`src/aging_fifo_with_timeouts_core_assert.svh`:
```
// Assertion macros for the aging FIFO block.
// Both expect clk_i and rst_ni in scope.
`ifndef AGING_FIFO_WITH_TIMEOUTS_CORE_ASSERT_SVH
`define AGING_FIFO_WITH_TIMEOUTS_CORE_ASSERT_SVH

// Same-cycle implication
`define AFT_ASSERT_NOW(label, ante, cons) \
  label: assert property (@(posedge clk_i) disable iff (!rst_ni) (ante) |-> (cons)) \
    else $error("%m: check failed");

// Next-cycle implication
`define AFT_ASSERT_NEXT(label, ante, cons) \
  label: assert property (@(posedge clk_i) disable iff (!rst_ni) (ante) |=> (cons)) \
    else $error("%m: check failed");

`endif

```
`src/aft_pkg.sv`:
```
package aft_pkg;

  localparam int unsigned QueueDepth = 16;
  localparam int unsigned HandleBits = 32;
  localparam int unsigned CountBits  = $clog2(QueueDepth + 1);

  localparam logic [31:0] DefaultTimeoutReset = 32'd5000;

  typedef enum logic [2:0] {
    FUNC_PUSH  = 3'd0,
    FUNC_COUNT = 3'd1,
    FUNC_POP   = 3'd2,
    FUNC_TICK  = 3'd3,
    FUNC_CLEAR = 3'd4
  } func_e;

  typedef enum logic [1:0] {
    ST_IDLE,
    ST_MARK,
    ST_COMPACT,
    ST_EXEC
  } state_e;

  // One queue slot as seen by its neighbours
  typedef struct packed {
    logic                  valid;
    logic [HandleBits-1:0] handle;
    logic [31:0]           created;
    logic [31:0]           life;
  } cell_t;

  // Row-wide commands, at most one active per cycle
  typedef struct packed {
    logic clear;
    logic mark;
    logic compact;
    logic pop;
    logic push;
  } ctrl_t;

  function automatic logic [CountBits-1:0] count_valid(input logic [QueueDepth-1:0] v);
    logic [CountBits-1:0] acc;
    acc = '0;
    for (int unsigned i = 0; i < QueueDepth; i++) begin
      acc = acc + CountBits'(v[i]);
    end
    return acc;
  endfunction

endpackage

```
`src/aft_stream_if.sv`:
```
// Input transaction channel
interface aft_in_if;
  logic        valid;
  logic        ready;
  logic [2:0]  func;
  logic [31:0] now_ms;
  logic [31:0] payload;
  logic [31:0] timeout_ms;
  logic        use_default;

  modport source (output valid, func, now_ms, payload, timeout_ms, use_default,
                  input ready);
  modport sink   (input valid, func, now_ms, payload, timeout_ms, use_default,
                  output ready);
endinterface

// Result transaction channel
interface aft_out_if;
  logic        valid;
  logic        ready;
  logic        accepted;
  logic [4:0]  entry_count;
  logic        pop_valid;
  logic [31:0] pop_payload;

  modport source (output valid, accepted, entry_count, pop_valid, pop_payload,
                  input ready);
  modport sink   (input valid, accepted, entry_count, pop_valid, pop_payload,
                  output ready);
endinterface

```
`src/aft_cell.sv`:
```
module aft_cell
  import aft_pkg::*;
(
  input  logic        clk_i,
  input  logic        rst_ni,
  input  ctrl_t       ctrl_i,
  input  logic [31:0] now_i,
  input  cell_t       new_i,
  input  cell_t       upper_i,
  input  logic        prev_valid_i,
  input  logic        hole_i,
  output cell_t       cell_o,
  output logic        hole_o
);

  logic                  valid_q, valid_d;
  logic [HandleBits-1:0] handle_q, handle_d;
  logic [31:0]           created_q, created_d;
  logic [31:0]           life_q, life_d;
  logic [31:0]           age;
  logic                  expired;
  logic                  take_upper;
  logic                  take_new;

  // wrap-around age against own lifetime
  assign age     = now_i - created_q;
  assign expired = (age >= life_q);

  // a hole here or below pulls the upper neighbour down during compaction
  assign hole_o     = hole_i | ~valid_q;
  assign take_upper = (ctrl_i.compact & hole_o) | ctrl_i.pop;
  // push lands in the first free slot only
  assign take_new   = ctrl_i.push & ~valid_q & prev_valid_i;

  always_comb begin
    valid_d   = valid_q;
    handle_d  = handle_q;
    created_d = created_q;
    life_d    = life_q;
    if (ctrl_i.clear) begin
      valid_d = 1'b0;
    end else if (ctrl_i.mark) begin
      if (expired) begin
        valid_d = 1'b0;
      end
    end else if (take_upper) begin
      valid_d   = upper_i.valid;
      handle_d  = upper_i.handle;
      created_d = upper_i.created;
      life_d    = upper_i.life;
    end else if (take_new) begin
      valid_d   = 1'b1;
      handle_d  = new_i.handle;
      created_d = new_i.created;
      life_d    = new_i.life;
    end
  end

  always_ff @(posedge clk_i or negedge rst_ni) begin
    if (!rst_ni) begin
      valid_q <= 1'b0;
    end else begin
      valid_q <= valid_d;
    end
  end

  // slot payload, no reset
  always_ff @(posedge clk_i) begin
    handle_q  <= handle_d;
    created_q <= created_d;
    life_q    <= life_d;
  end

  assign cell_o = '{valid: valid_q, handle: handle_q, created: created_q, life: life_q};

endmodule

```
`src/aft_row.sv`:
```
module aft_row
  import aft_pkg::*;
(
  input  logic                  clk_i,
  input  logic                  rst_ni,
  input  ctrl_t                 ctrl_i,
  input  logic [31:0]           now_i,
  input  cell_t                 new_i,
  output logic [QueueDepth-1:0] valid_o,
  output logic [HandleBits-1:0] head_handle_o
);

  cell_t cells [QueueDepth];
  logic  holes [QueueDepth+1];
  logic  prevs [QueueDepth];

  assign holes[0] = 1'b0;

  // chain of slots, oldest at cell 0
  for (genvar i = 0; i < QueueDepth; i++) begin : g_cell
    cell_t upper;
    if (i == QueueDepth - 1) begin : g_top
      assign upper = '0;
    end else begin : g_mid
      assign upper = cells[i+1];
    end
    if (i == 0) begin : g_first
      assign prevs[i] = 1'b1;
    end else begin : g_next
      assign prevs[i] = cells[i-1].valid;
    end

    aft_cell u_cell (
      .clk_i        (clk_i),
      .rst_ni       (rst_ni),
      .ctrl_i       (ctrl_i),
      .now_i        (now_i),
      .new_i        (new_i),
      .upper_i      (upper),
      .prev_valid_i (prevs[i]),
      .hole_i       (holes[i]),
      .cell_o       (cells[i]),
      .hole_o       (holes[i+1])
    );

    assign valid_o[i] = cells[i].valid;
  end

  assign head_handle_o = cells[0].handle;

endmodule

```
`src/aging_fifo_with_timeouts_core.sv`:
```
// Each input transaction is taken in idle only and then passes through expiry
// marking, compaction and execution; execution waits while a result is pending.
// No new transaction is taken before the last one has its result registered.
// Compaction removes one gap per cycle until no live slot sits above a gap.
// Reset: queue empty, default timeout 5000, no result pending; slot contents
// are not cleared.
`include "aging_fifo_with_timeouts_core_assert.svh"

module aging_fifo_with_timeouts_core
  import aft_pkg::*;
(
  input  logic        clk_i,
  input  logic        rst_ni,
  input  logic        cfg_we_i,
  input  logic [31:0] cfg_wdata_i,
  aft_in_if.sink      in_i,
  aft_out_if.source   out_o
);

  state_e                state_q, state_d;
  logic [31:0]           dflt_q;
  logic [2:0]            func_q;
  logic [31:0]           now_q;
  logic [HandleBits-1:0] handle_q;
  logic [31:0]           life_q;

  logic                  out_valid_q;
  logic                  out_acc_q;
  logic [4:0]            out_cnt_q;
  logic                  out_popv_q;
  logic [31:0]           out_pay_q;

  ctrl_t                 ctrl;
  cell_t                 new_entry;
  logic [QueueDepth-1:0] valid;
  logic [HandleBits-1:0] head_handle;
  logic                  packed_row;
  logic                  out_free;
  logic                  exec_fire;
  logic                  full;
  logic [CountBits-1:0]  live;
  logic                  res_acc;
  logic                  res_popv;
  logic [CountBits-1:0]  res_cnt;

  assign out_free  = ~out_valid_q | out_o.ready;
  assign exec_fire = (state_q == ST_EXEC) & out_free;
  assign in_i.ready = (state_q == ST_IDLE);

  // default timeout register
  always_ff @(posedge clk_i or negedge rst_ni) begin
    if (!rst_ni) begin
      dflt_q <= DefaultTimeoutReset;
    end else if (cfg_we_i) begin
      dflt_q <= cfg_wdata_i;
    end
  end

  // captured transaction
  always_ff @(posedge clk_i) begin
    if (in_i.valid && in_i.ready) begin
      func_q   <= in_i.func;
      now_q    <= in_i.now_ms;
      handle_q <= HandleBits'(in_i.payload);
      life_q   <= in_i.use_default ? dflt_q : in_i.timeout_ms;
    end
  end

  // row is packed when no live slot sits above a gap
  always_comb begin
    packed_row = 1'b1;
    for (int unsigned i = 0; i + 1 < QueueDepth; i++) begin
      if (!valid[i] && valid[i+1]) begin
        packed_row = 1'b0;
      end
    end
  end

  // next state
  always_comb begin
    state_d = state_q;
    case (state_q)
      ST_IDLE: begin
        if (in_i.valid) begin
          state_d = ST_MARK;
        end
      end
      ST_MARK: begin
        state_d = ST_COMPACT;
      end
      ST_COMPACT: begin
        if (packed_row) begin
          state_d = ST_EXEC;
        end
      end
      ST_EXEC: begin
        if (out_free) begin
          state_d = ST_IDLE;
        end
      end
      default: begin
        state_d = ST_IDLE;
      end
    endcase
  end

  always_ff @(posedge clk_i or negedge rst_ni) begin
    if (!rst_ni) begin
      state_q <= ST_IDLE;
    end else begin
      state_q <= state_d;
    end
  end

  // row commands
  always_comb begin
    ctrl = '0;
    case (state_q)
      ST_MARK: begin
        ctrl.mark = 1'b1;
      end
      ST_COMPACT: begin
        ctrl.compact = 1'b1;
      end
      ST_EXEC: begin
        if (out_free) begin
          case (func_e'(func_q))
            FUNC_PUSH:  ctrl.push  = 1'b1;
            FUNC_POP:   ctrl.pop   = 1'b1;
            FUNC_CLEAR: ctrl.clear = 1'b1;
            default:    ctrl       = '0;
          endcase
        end
      end
      default: begin
        ctrl = '0;
      end
    endcase
  end

  assign new_entry = '{valid: 1'b1, handle: handle_q, created: now_q, life: life_q};

  aft_row u_row (
    .clk_i         (clk_i),
    .rst_ni        (rst_ni),
    .ctrl_i        (ctrl),
    .now_i         (now_q),
    .new_i         (new_entry),
    .valid_o       (valid),
    .head_handle_o (head_handle)
  );

  // result of the operation on the packed row
  assign full     = valid[QueueDepth-1];
  assign live     = count_valid(valid);
  assign res_acc  = ctrl.push & ~full;
  assign res_popv = ctrl.pop & valid[0];

  always_comb begin
    res_cnt = live;
    if (ctrl.clear) begin
      res_cnt = '0;
    end else if (res_acc) begin
      res_cnt = live + CountBits'(1);
    end else if (res_popv) begin
      res_cnt = live - CountBits'(1);
    end
  end

  // result register
  always_ff @(posedge clk_i or negedge rst_ni) begin
    if (!rst_ni) begin
      out_valid_q <= 1'b0;
    end else if (exec_fire) begin
      out_valid_q <= 1'b1;
    end else if (out_o.ready) begin
      out_valid_q <= 1'b0;
    end
  end

  always_ff @(posedge clk_i) begin
    if (exec_fire) begin
      out_acc_q  <= res_acc;
      out_cnt_q  <= 5'(res_cnt);
      out_popv_q <= res_popv;
      out_pay_q  <= res_popv ? 32'(head_handle) : 32'd0;
    end
  end

  assign out_o.valid       = out_valid_q;
  assign out_o.accepted    = out_acc_q;
  assign out_o.entry_count = out_cnt_q;
  assign out_o.pop_valid   = out_popv_q;
  assign out_o.pop_payload = out_pay_q;

  `AFT_ASSERT_NOW(a_exec_packed, state_q == ST_EXEC, packed_row)
  `AFT_ASSERT_NOW(a_result_from_exec, $rose(out_valid_q), $past(state_q) == ST_EXEC)
  `AFT_ASSERT_NOW(a_mark_after_idle, state_q == ST_MARK, $past(state_q) == ST_IDLE)
  `AFT_ASSERT_NEXT(a_push_pop_excl, exec_fire, !(out_acc_q && out_popv_q))

endmodule
```
`src/flat_wrapper.sv`:
```
// flat-port wrapper written by rule: the top's interface ports become plain ports
module aging_fifo_with_timeouts_core_flat import aft_pkg::*;
  (clk_i, rst_ni, cfg_we_i, cfg_wdata_i, in_i_valid, in_i_func, in_i_now_ms, in_i_payload, in_i_timeout_ms, in_i_use_default, in_i_ready, out_o_valid, out_o_accepted, out_o_entry_count, out_o_pop_valid, out_o_pop_payload, out_o_ready);
  aft_in_if in_i_i ();
  aft_out_if out_o_i ();
  input  logic clk_i;
  input  logic rst_ni;
  input  logic cfg_we_i;
  input  logic [31:0] cfg_wdata_i;
  input wire logic [$bits(in_i_i.valid)-1:0] in_i_valid;
  input wire logic [$bits(in_i_i.func)-1:0] in_i_func;
  input wire logic [$bits(in_i_i.now_ms)-1:0] in_i_now_ms;
  input wire logic [$bits(in_i_i.payload)-1:0] in_i_payload;
  input wire logic [$bits(in_i_i.timeout_ms)-1:0] in_i_timeout_ms;
  input wire logic [$bits(in_i_i.use_default)-1:0] in_i_use_default;
  output wire logic [$bits(in_i_i.ready)-1:0] in_i_ready;
  output wire logic [$bits(out_o_i.valid)-1:0] out_o_valid;
  output wire logic [$bits(out_o_i.accepted)-1:0] out_o_accepted;
  output wire logic [$bits(out_o_i.entry_count)-1:0] out_o_entry_count;
  output wire logic [$bits(out_o_i.pop_valid)-1:0] out_o_pop_valid;
  output wire logic [$bits(out_o_i.pop_payload)-1:0] out_o_pop_payload;
  input wire logic [$bits(out_o_i.ready)-1:0] out_o_ready;
  assign in_i_i.valid = in_i_valid;
  assign in_i_i.func = in_i_func;
  assign in_i_i.now_ms = in_i_now_ms;
  assign in_i_i.payload = in_i_payload;
  assign in_i_i.timeout_ms = in_i_timeout_ms;
  assign in_i_i.use_default = in_i_use_default;
  assign in_i_ready = in_i_i.ready;
  assign out_o_valid = out_o_i.valid;
  assign out_o_accepted = out_o_i.accepted;
  assign out_o_entry_count = out_o_i.entry_count;
  assign out_o_pop_valid = out_o_i.pop_valid;
  assign out_o_pop_payload = out_o_i.pop_payload;
  assign out_o_i.ready = out_o_ready;
  aging_fifo_with_timeouts_core u_core (.clk_i(clk_i), .rst_ni(rst_ni), .cfg_we_i(cfg_we_i), .cfg_wdata_i(cfg_wdata_i), .in_i(in_i_i), .out_o(out_o_i));
endmodule
```
`config.mk`:
```
export PLATFORM = sky130hd
export DESIGN_NAME = aging_fifo_with_timeouts_core_flat
export DESIGN_NICKNAME = d
export VERILOG_FILES = /design/src/aft_pkg.sv /design/src/aft_stream_if.sv /design/src/aft_cell.sv /design/src/aft_row.sv /design/src/aging_fifo_with_timeouts_core.sv /design/src/flat_wrapper.sv
export VERILOG_INCLUDE_DIRS = /design/src /design/src/src
export SDC_FILE = /design/constraint.sdc
export NUM_CORES = 2
export LEC_CHECK = 0
export ABC_AREA = 1
export BUFFER_PORTS_ARGS = -buffer_cell sky130_fd_sc_hd__clkbuf_2
export CAP_MARGIN = 30
export CORE_MARGIN = 1.5
export CORE_UTILIZATION = 36
export DETAILED_ROUTE_END_ITERATION = 8
export SLEW_MARGIN = 20
export SYNTH_ARGS = -nofsm -noshare
export SYNTH_HDL_FRONTEND = slang
export SYNTH_SLANG_ARGS = --single-unit
export TNS_END_PERCENT = 5
```
`constraint.sdc`:
```
create_clock -name clk_i -period 16.1 [get_ports clk_i]
set_input_delay 0.805 -clock clk_i [delete_from_list [all_inputs] [get_ports clk_i]]
set_output_delay 0.805 -clock clk_i [all_outputs]
set_load 0.02 [all_outputs]
```
Word level (Yosys, flattened, before mapping)
Index checks and enable logic that the tools add are counted.
- bits in registers: 1725
- output and inout bits: 41
- logic and storage cells: 552
- add/subtract/negate cells: 33
- $lt $le $gt $ge: 16
- eq/ne operators: 24
- mux-type cells: 205
- bitwise gates (word level): 100
- reduce and logical (&&, ||, !) cells: 99
- operators by type and width (cell ; count):
    32-bit two-way mux ; 94
    32-bit greater-or-equal comparator ; 16
    32-bit subtractor ; 16
    1-bit two-way mux ; 101
    5-bit by 1-bit adder with 5-bit output ; 14
    4-bit nonzero test ; 16
    3-bit AND reduction ; 17
    1-bit bitwise AND ; 49
    3-bit by 2-bit inequality test with 1-bit output (second input constant) ; 16
    2-bit nonzero test ; 17
    1-bit bitwise OR ; 32
    2-bit AND reduction ; 16
    1-bit inverter ; 19
    1-bit logical AND ; 16
    1-bit logical NOT ; 15
    5-bit two-way mux ; 3
    2-bit two-way mux ; 4
    2-bit one-hot mux with 4 select lines ; 1
    5-bit by 1-bit adder with 5-bit output (second input constant) ; 1
    5-bit by 1-bit subtractor with 5-bit output (second input constant) ; 1
    2-bit == test (second input constant) ; 2
    2-bit by 1-bit inequality test with 1-bit output (second input constant) ; 2
    1-bit one-hot mux with 2 select lines ; 2
    3-bit by 2-bit == test with 1-bit output (second input constant) ; 1
    other kinds (6) ; 6

Logic depth before layout (Yosys ltp)
- depth in word-level cells: 21
- depth in mapped cells: 28

Modules after synthesis
From an unflattened synthesis, not the netlist that was laid out.
- cell total of the unflattened synthesis: 15196
- area, all modules: 118876.5 um^2
- modules (own cells, without submodules) (module ; instances ; cells each ; area an instance (um^2)):
    aft_cell at u_core.u_row.g_cell[10].u_cell ... ; 7 ; 911 ; 6945.4
    aft_cell at u_core.u_row.g_cell[4].u_cell ... ; 6 ; 916 ; 7040.5
    aft_cell at u_core.u_row.g_cell[11].u_cell ; 1 ; 915 ; 7058.0
    aft_cell at u_core.u_row.g_cell[0].u_cell ; 1 ; 922 ; 7033.0
    aft_cell at u_core.u_row.g_cell[12].u_cell ; 1 ; 919 ; 6993.0
    aging_fifo_with_timeouts_core ; 1 ; 565 ; 6924.1
    aft_row ; 1 ; 2 ; 7.5

Worst setup path before layout
OpenSTA, ideal clock, no wires.
- path kind: input port to flip-flop
- start: in out_o_ready
- end: reg u_core.u_row.g_cell[15].u_cell.created_q[0] (enable)
- setup time: 0.608 ns
- data arrival time: 9.142 ns
- setup slack: 6.350 ns
- stages: 8
- path buffers: 0
- cells stage by stage: inv_1 > a21oi_1 > nand2_1 > nor2_1 > inv_1 > nor2_1 > inv_1 > a31oi_1
- longest elaborated chain between the ends: 7
- elaborated cells between the ends (all ways): 10
- classes of those cells: mux: 3; bitwise: 5; reduce/logical: 2
- RTL lines (what ; RTL line ; source):
    start, declared ; flat_wrapper.sv:22 ; input wire logic [$bits(out_o_i.ready)-1:0] out_o_ready;
    1-bit bitwise OR ; aging_fifo_with_timeouts_core.sv:46 ; assign out_free = ~out_valid_q | out_o.ready;
    5-bit two-way mux ; aging_fifo_with_timeouts_core.sv:126 ; if (out_free) begin
    2-bit two-way mux ; aging_fifo_with_timeouts_core.sv:118 ; case (state_q)
    1-bit bitwise AND ; -- ;
    named net u_core.res_acc ; aging_fifo_with_timeouts_core.sv:42 ; logic res_acc;
    1-bit bitwise AND ; aft_cell.sv:33 ; assign take_new = ctrl_i.push & ~valid_q & prev_valid_i;
    2-bit nonzero test (no source line) ; -- ;
    3-bit AND reduction (no source line) ; -- ;
    end signal, assigned ; aft_cell.sv:70 ; created_q <= created_d;
    end, declared ; aft_cell.sv:18 ; logic [31:0] created_q, created_d;
The timed path passes the listed nets, and every way through them passes these cells.
A chain may end at the register's enable or synchronous reset.

Final worst setup path
- start: reg u_core.now_q[0]
- end: reg u_core.u_row.g_cell[6].u_cell.valid_q
- longest elaborated chain between the ends: 4
- RTL lines (what ; RTL line ; source):
    start, declared ; aging_fifo_with_timeouts_core.sv:23 ; logic [31:0] now_q;
    start signal, assigned ; aging_fifo_with_timeouts_core.sv:63 ; now_q <= in_i.now_ms;
    32-bit subtractor ; aft_cell.sv:26 ; assign age = now_i - created_q;
    32-bit greater-or-equal comparator ; aft_cell.sv:27 ; assign expired = (age >= life_q);
    3-bit by 2-bit inequality test with 1-bit output (no source line) ; -- ;
    2-bit AND reduction (no source line) ; -- ;
    end signal, assigned ; aft_cell.sv:63 ; valid_q <= valid_d;
    end, declared ; aft_cell.sv:16 ; logic valid_q, valid_d;
Every way passes these cells.

==> results by stage <==
Run status:
- The flow ran to the end, and the final reports show no timing, DRC or antenna violations.

Worst setup path:
- The capture point of the worst reg-to-reg path is u_core.u_row.g_cell[6].u_cell.valid_q.
- The startpoint-to-endpoint class of the critical path is reg -> reg.
- The signal on the critical path passes through inv_1 > buf_4 > ha_1 > inv_1 > nand3_1 > nand2_1 > a21oi_1 > o21bai_1 > a21boi_0 > o21ai_0 > nand3_1 > nand2_1 > nand2_1 > nand2_1 > ha_1 > a21oi_1 > o21ai_0 > or2_2 > a21oi_1 > nand4_1 > o21ai_0 > nand2_1 > nand2_1.
- Of all nets on the critical path, the largest fanout is 32.
- The critical path data required time is 16.93 ns.
- In this design, the stage delay of the slowest critical-path cell is 0.59 ns.
- The worst register-to-register path has a depth of 23.
- The data arrival time of the critical path is 6.58 ns.
- Broken down by cell family, the worst path's largest delay share belongs to compound AO/OA/AOI/OAI gates.
- The worst register-to-register path begins at u_core.now_q[0].
- The endpoint type of the worst setup path is a flop.
- The count of cell instances traversed by the critical path is 23.
- The cell seen most often among critical-path stages is sky130_fd_sc_hd__nand2_1.
- Together, buffers and inverters on the worst path number 3.
- The reg2reg setup slack is 10.35 ns.
- STA classifies the critical path startpoint as a flop.
- The cell type of the slowest stage on the worst timing path is sky130_fd_sc_hd__nand4_1.

Yosys:
- A synthesized cell averages 8.781 sq um.
- The commonest cells after synthesis are sky130_fd_sc_hd__nand2_1 (2,824), sky130_fd_sc_hd__o21ai_0 (1,888), sky130_fd_sc_hd__inv_1 (1,696).
- The cell type with the highest aggregate area in the netlist is sky130_fd_sc_hd__edfxtp_1.
- The most common cell in the synthesized netlist is sky130_fd_sc_hd__nand2_1.
- The number of flops mapped to enable cells by yosys is 1,674.
- In this run, distinct cell masters in the synthesized netlist total 53.
- The synthesized net count is 13,680.
- The number of synthesis warnings is 0.
- By area the synthesized netlist is led by sky130_fd_sc_hd__edfxtp_1 (46%), sky130_fd_sc_hd__ha_1 (12%), sky130_fd_sc_hd__nand2_1 (9.7%).
- The cell count after synthesis came out at between 10,000 and 15,000.
- The share of Yosys cell area claimed by the top area cell type is a little under half.
- The most used flip-flop cell after synthesis is sky130_fd_sc_hd__edfxtp_1.
- The synthesized design contains 1,725 register bits.
- The synthesized netlist occupies a cell area of approximately 110,000 sq um.
- For this run, asynchronously set or reset flops after synthesis account for 2.957%.
- The register area share after synthesis is 46.99%.

Drt:
- The post-detailed-route via-to-cell ratio is 5.403.
- In the routed design, unresolved DRC markers number 0.
- The routed design has 412,700 um of wire.
- The iteration-0 DRC count of the detailed router is 10,610.
- For this block, the via count after detailed routing is 90,730.
- The routed wire length per instance is approximately 25 um.
- The final antenna-violating net count is 0.
- The first TritonRoute pass finished after 6 iterations.

Hold path:
- The type of the tightest min-delay check is in -> reg.
- The path with the worst hold slack has its endpoint at u_core.handle_q[28].
- The startpoint identified for the worst hold timing path is in_i_payload[28].
- Along the worst hold path, the cell count comes to 1.

Floorplan:
- Measured along the x axis, the die boundary spans approximately 560 um.
- From bottom edge to top edge, the die measures 555.0 um.
- In this run the standard cell core region covers slightly above 300,000 sq um.
- The number of primary I/O pins is 178.
- The die area is 308,000 sq um.
- The count of standard-cell rows is 202.
- Once the floorplan was initialized, standard cells occupied 36.20% of the core.

Placement:
- The number of input and output port buffers inserted is 177.
- The placer's final routability congestion estimate is 0.9664.
- After legalization and detailed placement, the total HPWL measured 310,800 um.

Timing:
- The number of slew-limit violations in the final report is 0.
- The setup skew after layout is 0.08700 ns.
- The hold violation count in the final report came to 0.
- The final total negative setup slack is 0 ns.
- Setup violations remaining at the end of the flow were counted as 0.
- For the pin with the worst max-slew slack, the measured transition is between 1 and 1.5 ns.
- The worst relative slew slack is 26.69%.
- Setup repair after global routing left no endpoint under its margin.
- For this run, the top clock speed supported by timing is 174.0 MHz.
- The ratio of final minimum period to clock period is 35.70%.
- The post-layout minimum cycle time is approximately 5.7 ns.

Clocking:
- The tree is rooted in a sky130_fd_sc_hd__clkbuf_16.
- The CTS tree is done.
- The clock reaches the later pin of the worst-skew pair after roughly 0.91 ns.
- Counting every sink on the clock net gives 1,725.
- In this run the number of H-tree levels came out at 4.
- Clock tree synthesis inserted a total of 200 buffers.
- Clock-pin slew was measured on the worst setup and hold paths at 0.07 ns.
- No sink is reached through more buffers than the 4 on the longest clock path.

GRT:
- The global-route congestion overflow total is 0.
- The initial antenna violation count is between 40 and 50.
- The pin count of the biggest net entering global routing is 194.
- The total global-route track usage is 26.04%.
- The wire length of the first global-routing pass is 581,600 um.
- The via count of the first global-routing pass is 83,770.

Final layout:
- The layout overhead on the synthesized area is 11.27%.
- At the end of the flow, the number of nets in the layout was 13,810.
- Of the cells placed in the final design, the portion with a size suffix greater than 1 is under 10%.

Run:
- The number of maximum-capacitance constraint violations is 0.
## worst max path at each step
stage / from / to / slack (ns)
global placement: out_o_ready / u_core.u_row.g_cell[15].u_cell.created_q[30] / 9.90
floorplan: out_o_ready / u_core.u_row.g_cell[15].u_cell.created_q[0] / 6.35
global route: u_core.now_q[0] / u_core.u_row.g_cell[6].u_cell.valid_q / 10.06
finish: u_core.now_q[0] / u_core.u_row.g_cell[6].u_cell.valid_q / 10.35
detailed placement: out_o_ready / u_core.u_row.g_cell[0].u_cell.created_q[14] / 9.77
CTS: u_core.state_q[0] / u_core.u_row.g_cell[0].u_cell.created_q[26] / 10.00
## sequential cells by signal, indices dropped and copies added (netlist names)
| signal | count |
|---|---|
| u_core.out_o.valid | 1 |
| u_core.out_o.pop_payload | 32 |
| u_core.u_row.g_cell.u_cell.valid_q | 16 |
| u_core.u_row.g_cell.u_cell.life_q | 512 |
| u_core.out_o.pop_valid | 1 |
| u_core.u_row.g_cell.u_cell.handle_q | 512 |
| u_core.u_row.g_cell.u_cell.created_q | 512 |
| u_core.handle_q | 32 |
| u_core.life_q | 32 |
| u_core.out_o.accepted | 1 |
| u_core.state_q | 2 |
| u_core.out_o.entry_count | 5 |
| u_core.func_q | 3 |
| u_core.now_q | 32 |
| u_core.dflt_q | 32 |
## placed cells by master (no fill, tap or decap), drive strengths merged, types with 90 or more instances in the layout
cell type,n
a21oi,893
buf,197
clkbuf,418
edfxtp,1674
ha,1021
inv,1723
nand2,2825
nand3,204
nand4,127
nor2,578
nor3,116
o21ai,1915
o21bai,90
xnor2,141
xor2,302
## layer usage
layer,part of all wire [%],global-route usage (%),up-vias
met3,9.7,4.663,676
met1,44,37.34,42850
met5,0.033,0,-
li1,-,-,42960
met2,41,38.07,4227
met4,4.9,11.56,20
## kinds of logic after synthesis
group           after synthesis  share of synthesized area [%]
flops                      1725                          46.99
buf+inv                    2147                          7.447
xor+xnor                    443                          3.537
compound gates             3207                          15.57
simple gates               3924                          14.33
fa+ha+maj                  1047                          12.12
## area by class of cell
class	instances	area [sq um]
antenna	33	82.58
clock buffer	242	5235
clock inverter	113	997.2
fill	30140	181000
inverter	1706	6416
multi-input combinational	8621	50210
sequential	1725	51550
tap	3978	4977
timing repair buffer	375	2595
## metrics by stage
stage               utilization (%)  hold WS, ns  cells  area, sq um  setup WS (ns)
CTS                           40.20     0.003949  16750       121800          10.00
detailed placement            38.13       0.4786  16400       115600          9.770
global placement              38.08       0.4739  16390       115400          9.897
finish                        40.28      0.07383  16790       122100          10.35
floorplan                         -       0.4596  12490       109700          6.350
global route                  40.25      0.03427  16760       122000          10.06
## what timing repair did
item | in CTS | in global routing
setup buffers | 0 | 0
hold endpoints to repair | 8 | 0
hold buffers | 2 | 0
resized for setup | 0 | 0
Power is not shown: default switching activity piles up to over one toggle a cycle in this logic, so the estimate is an artifact.
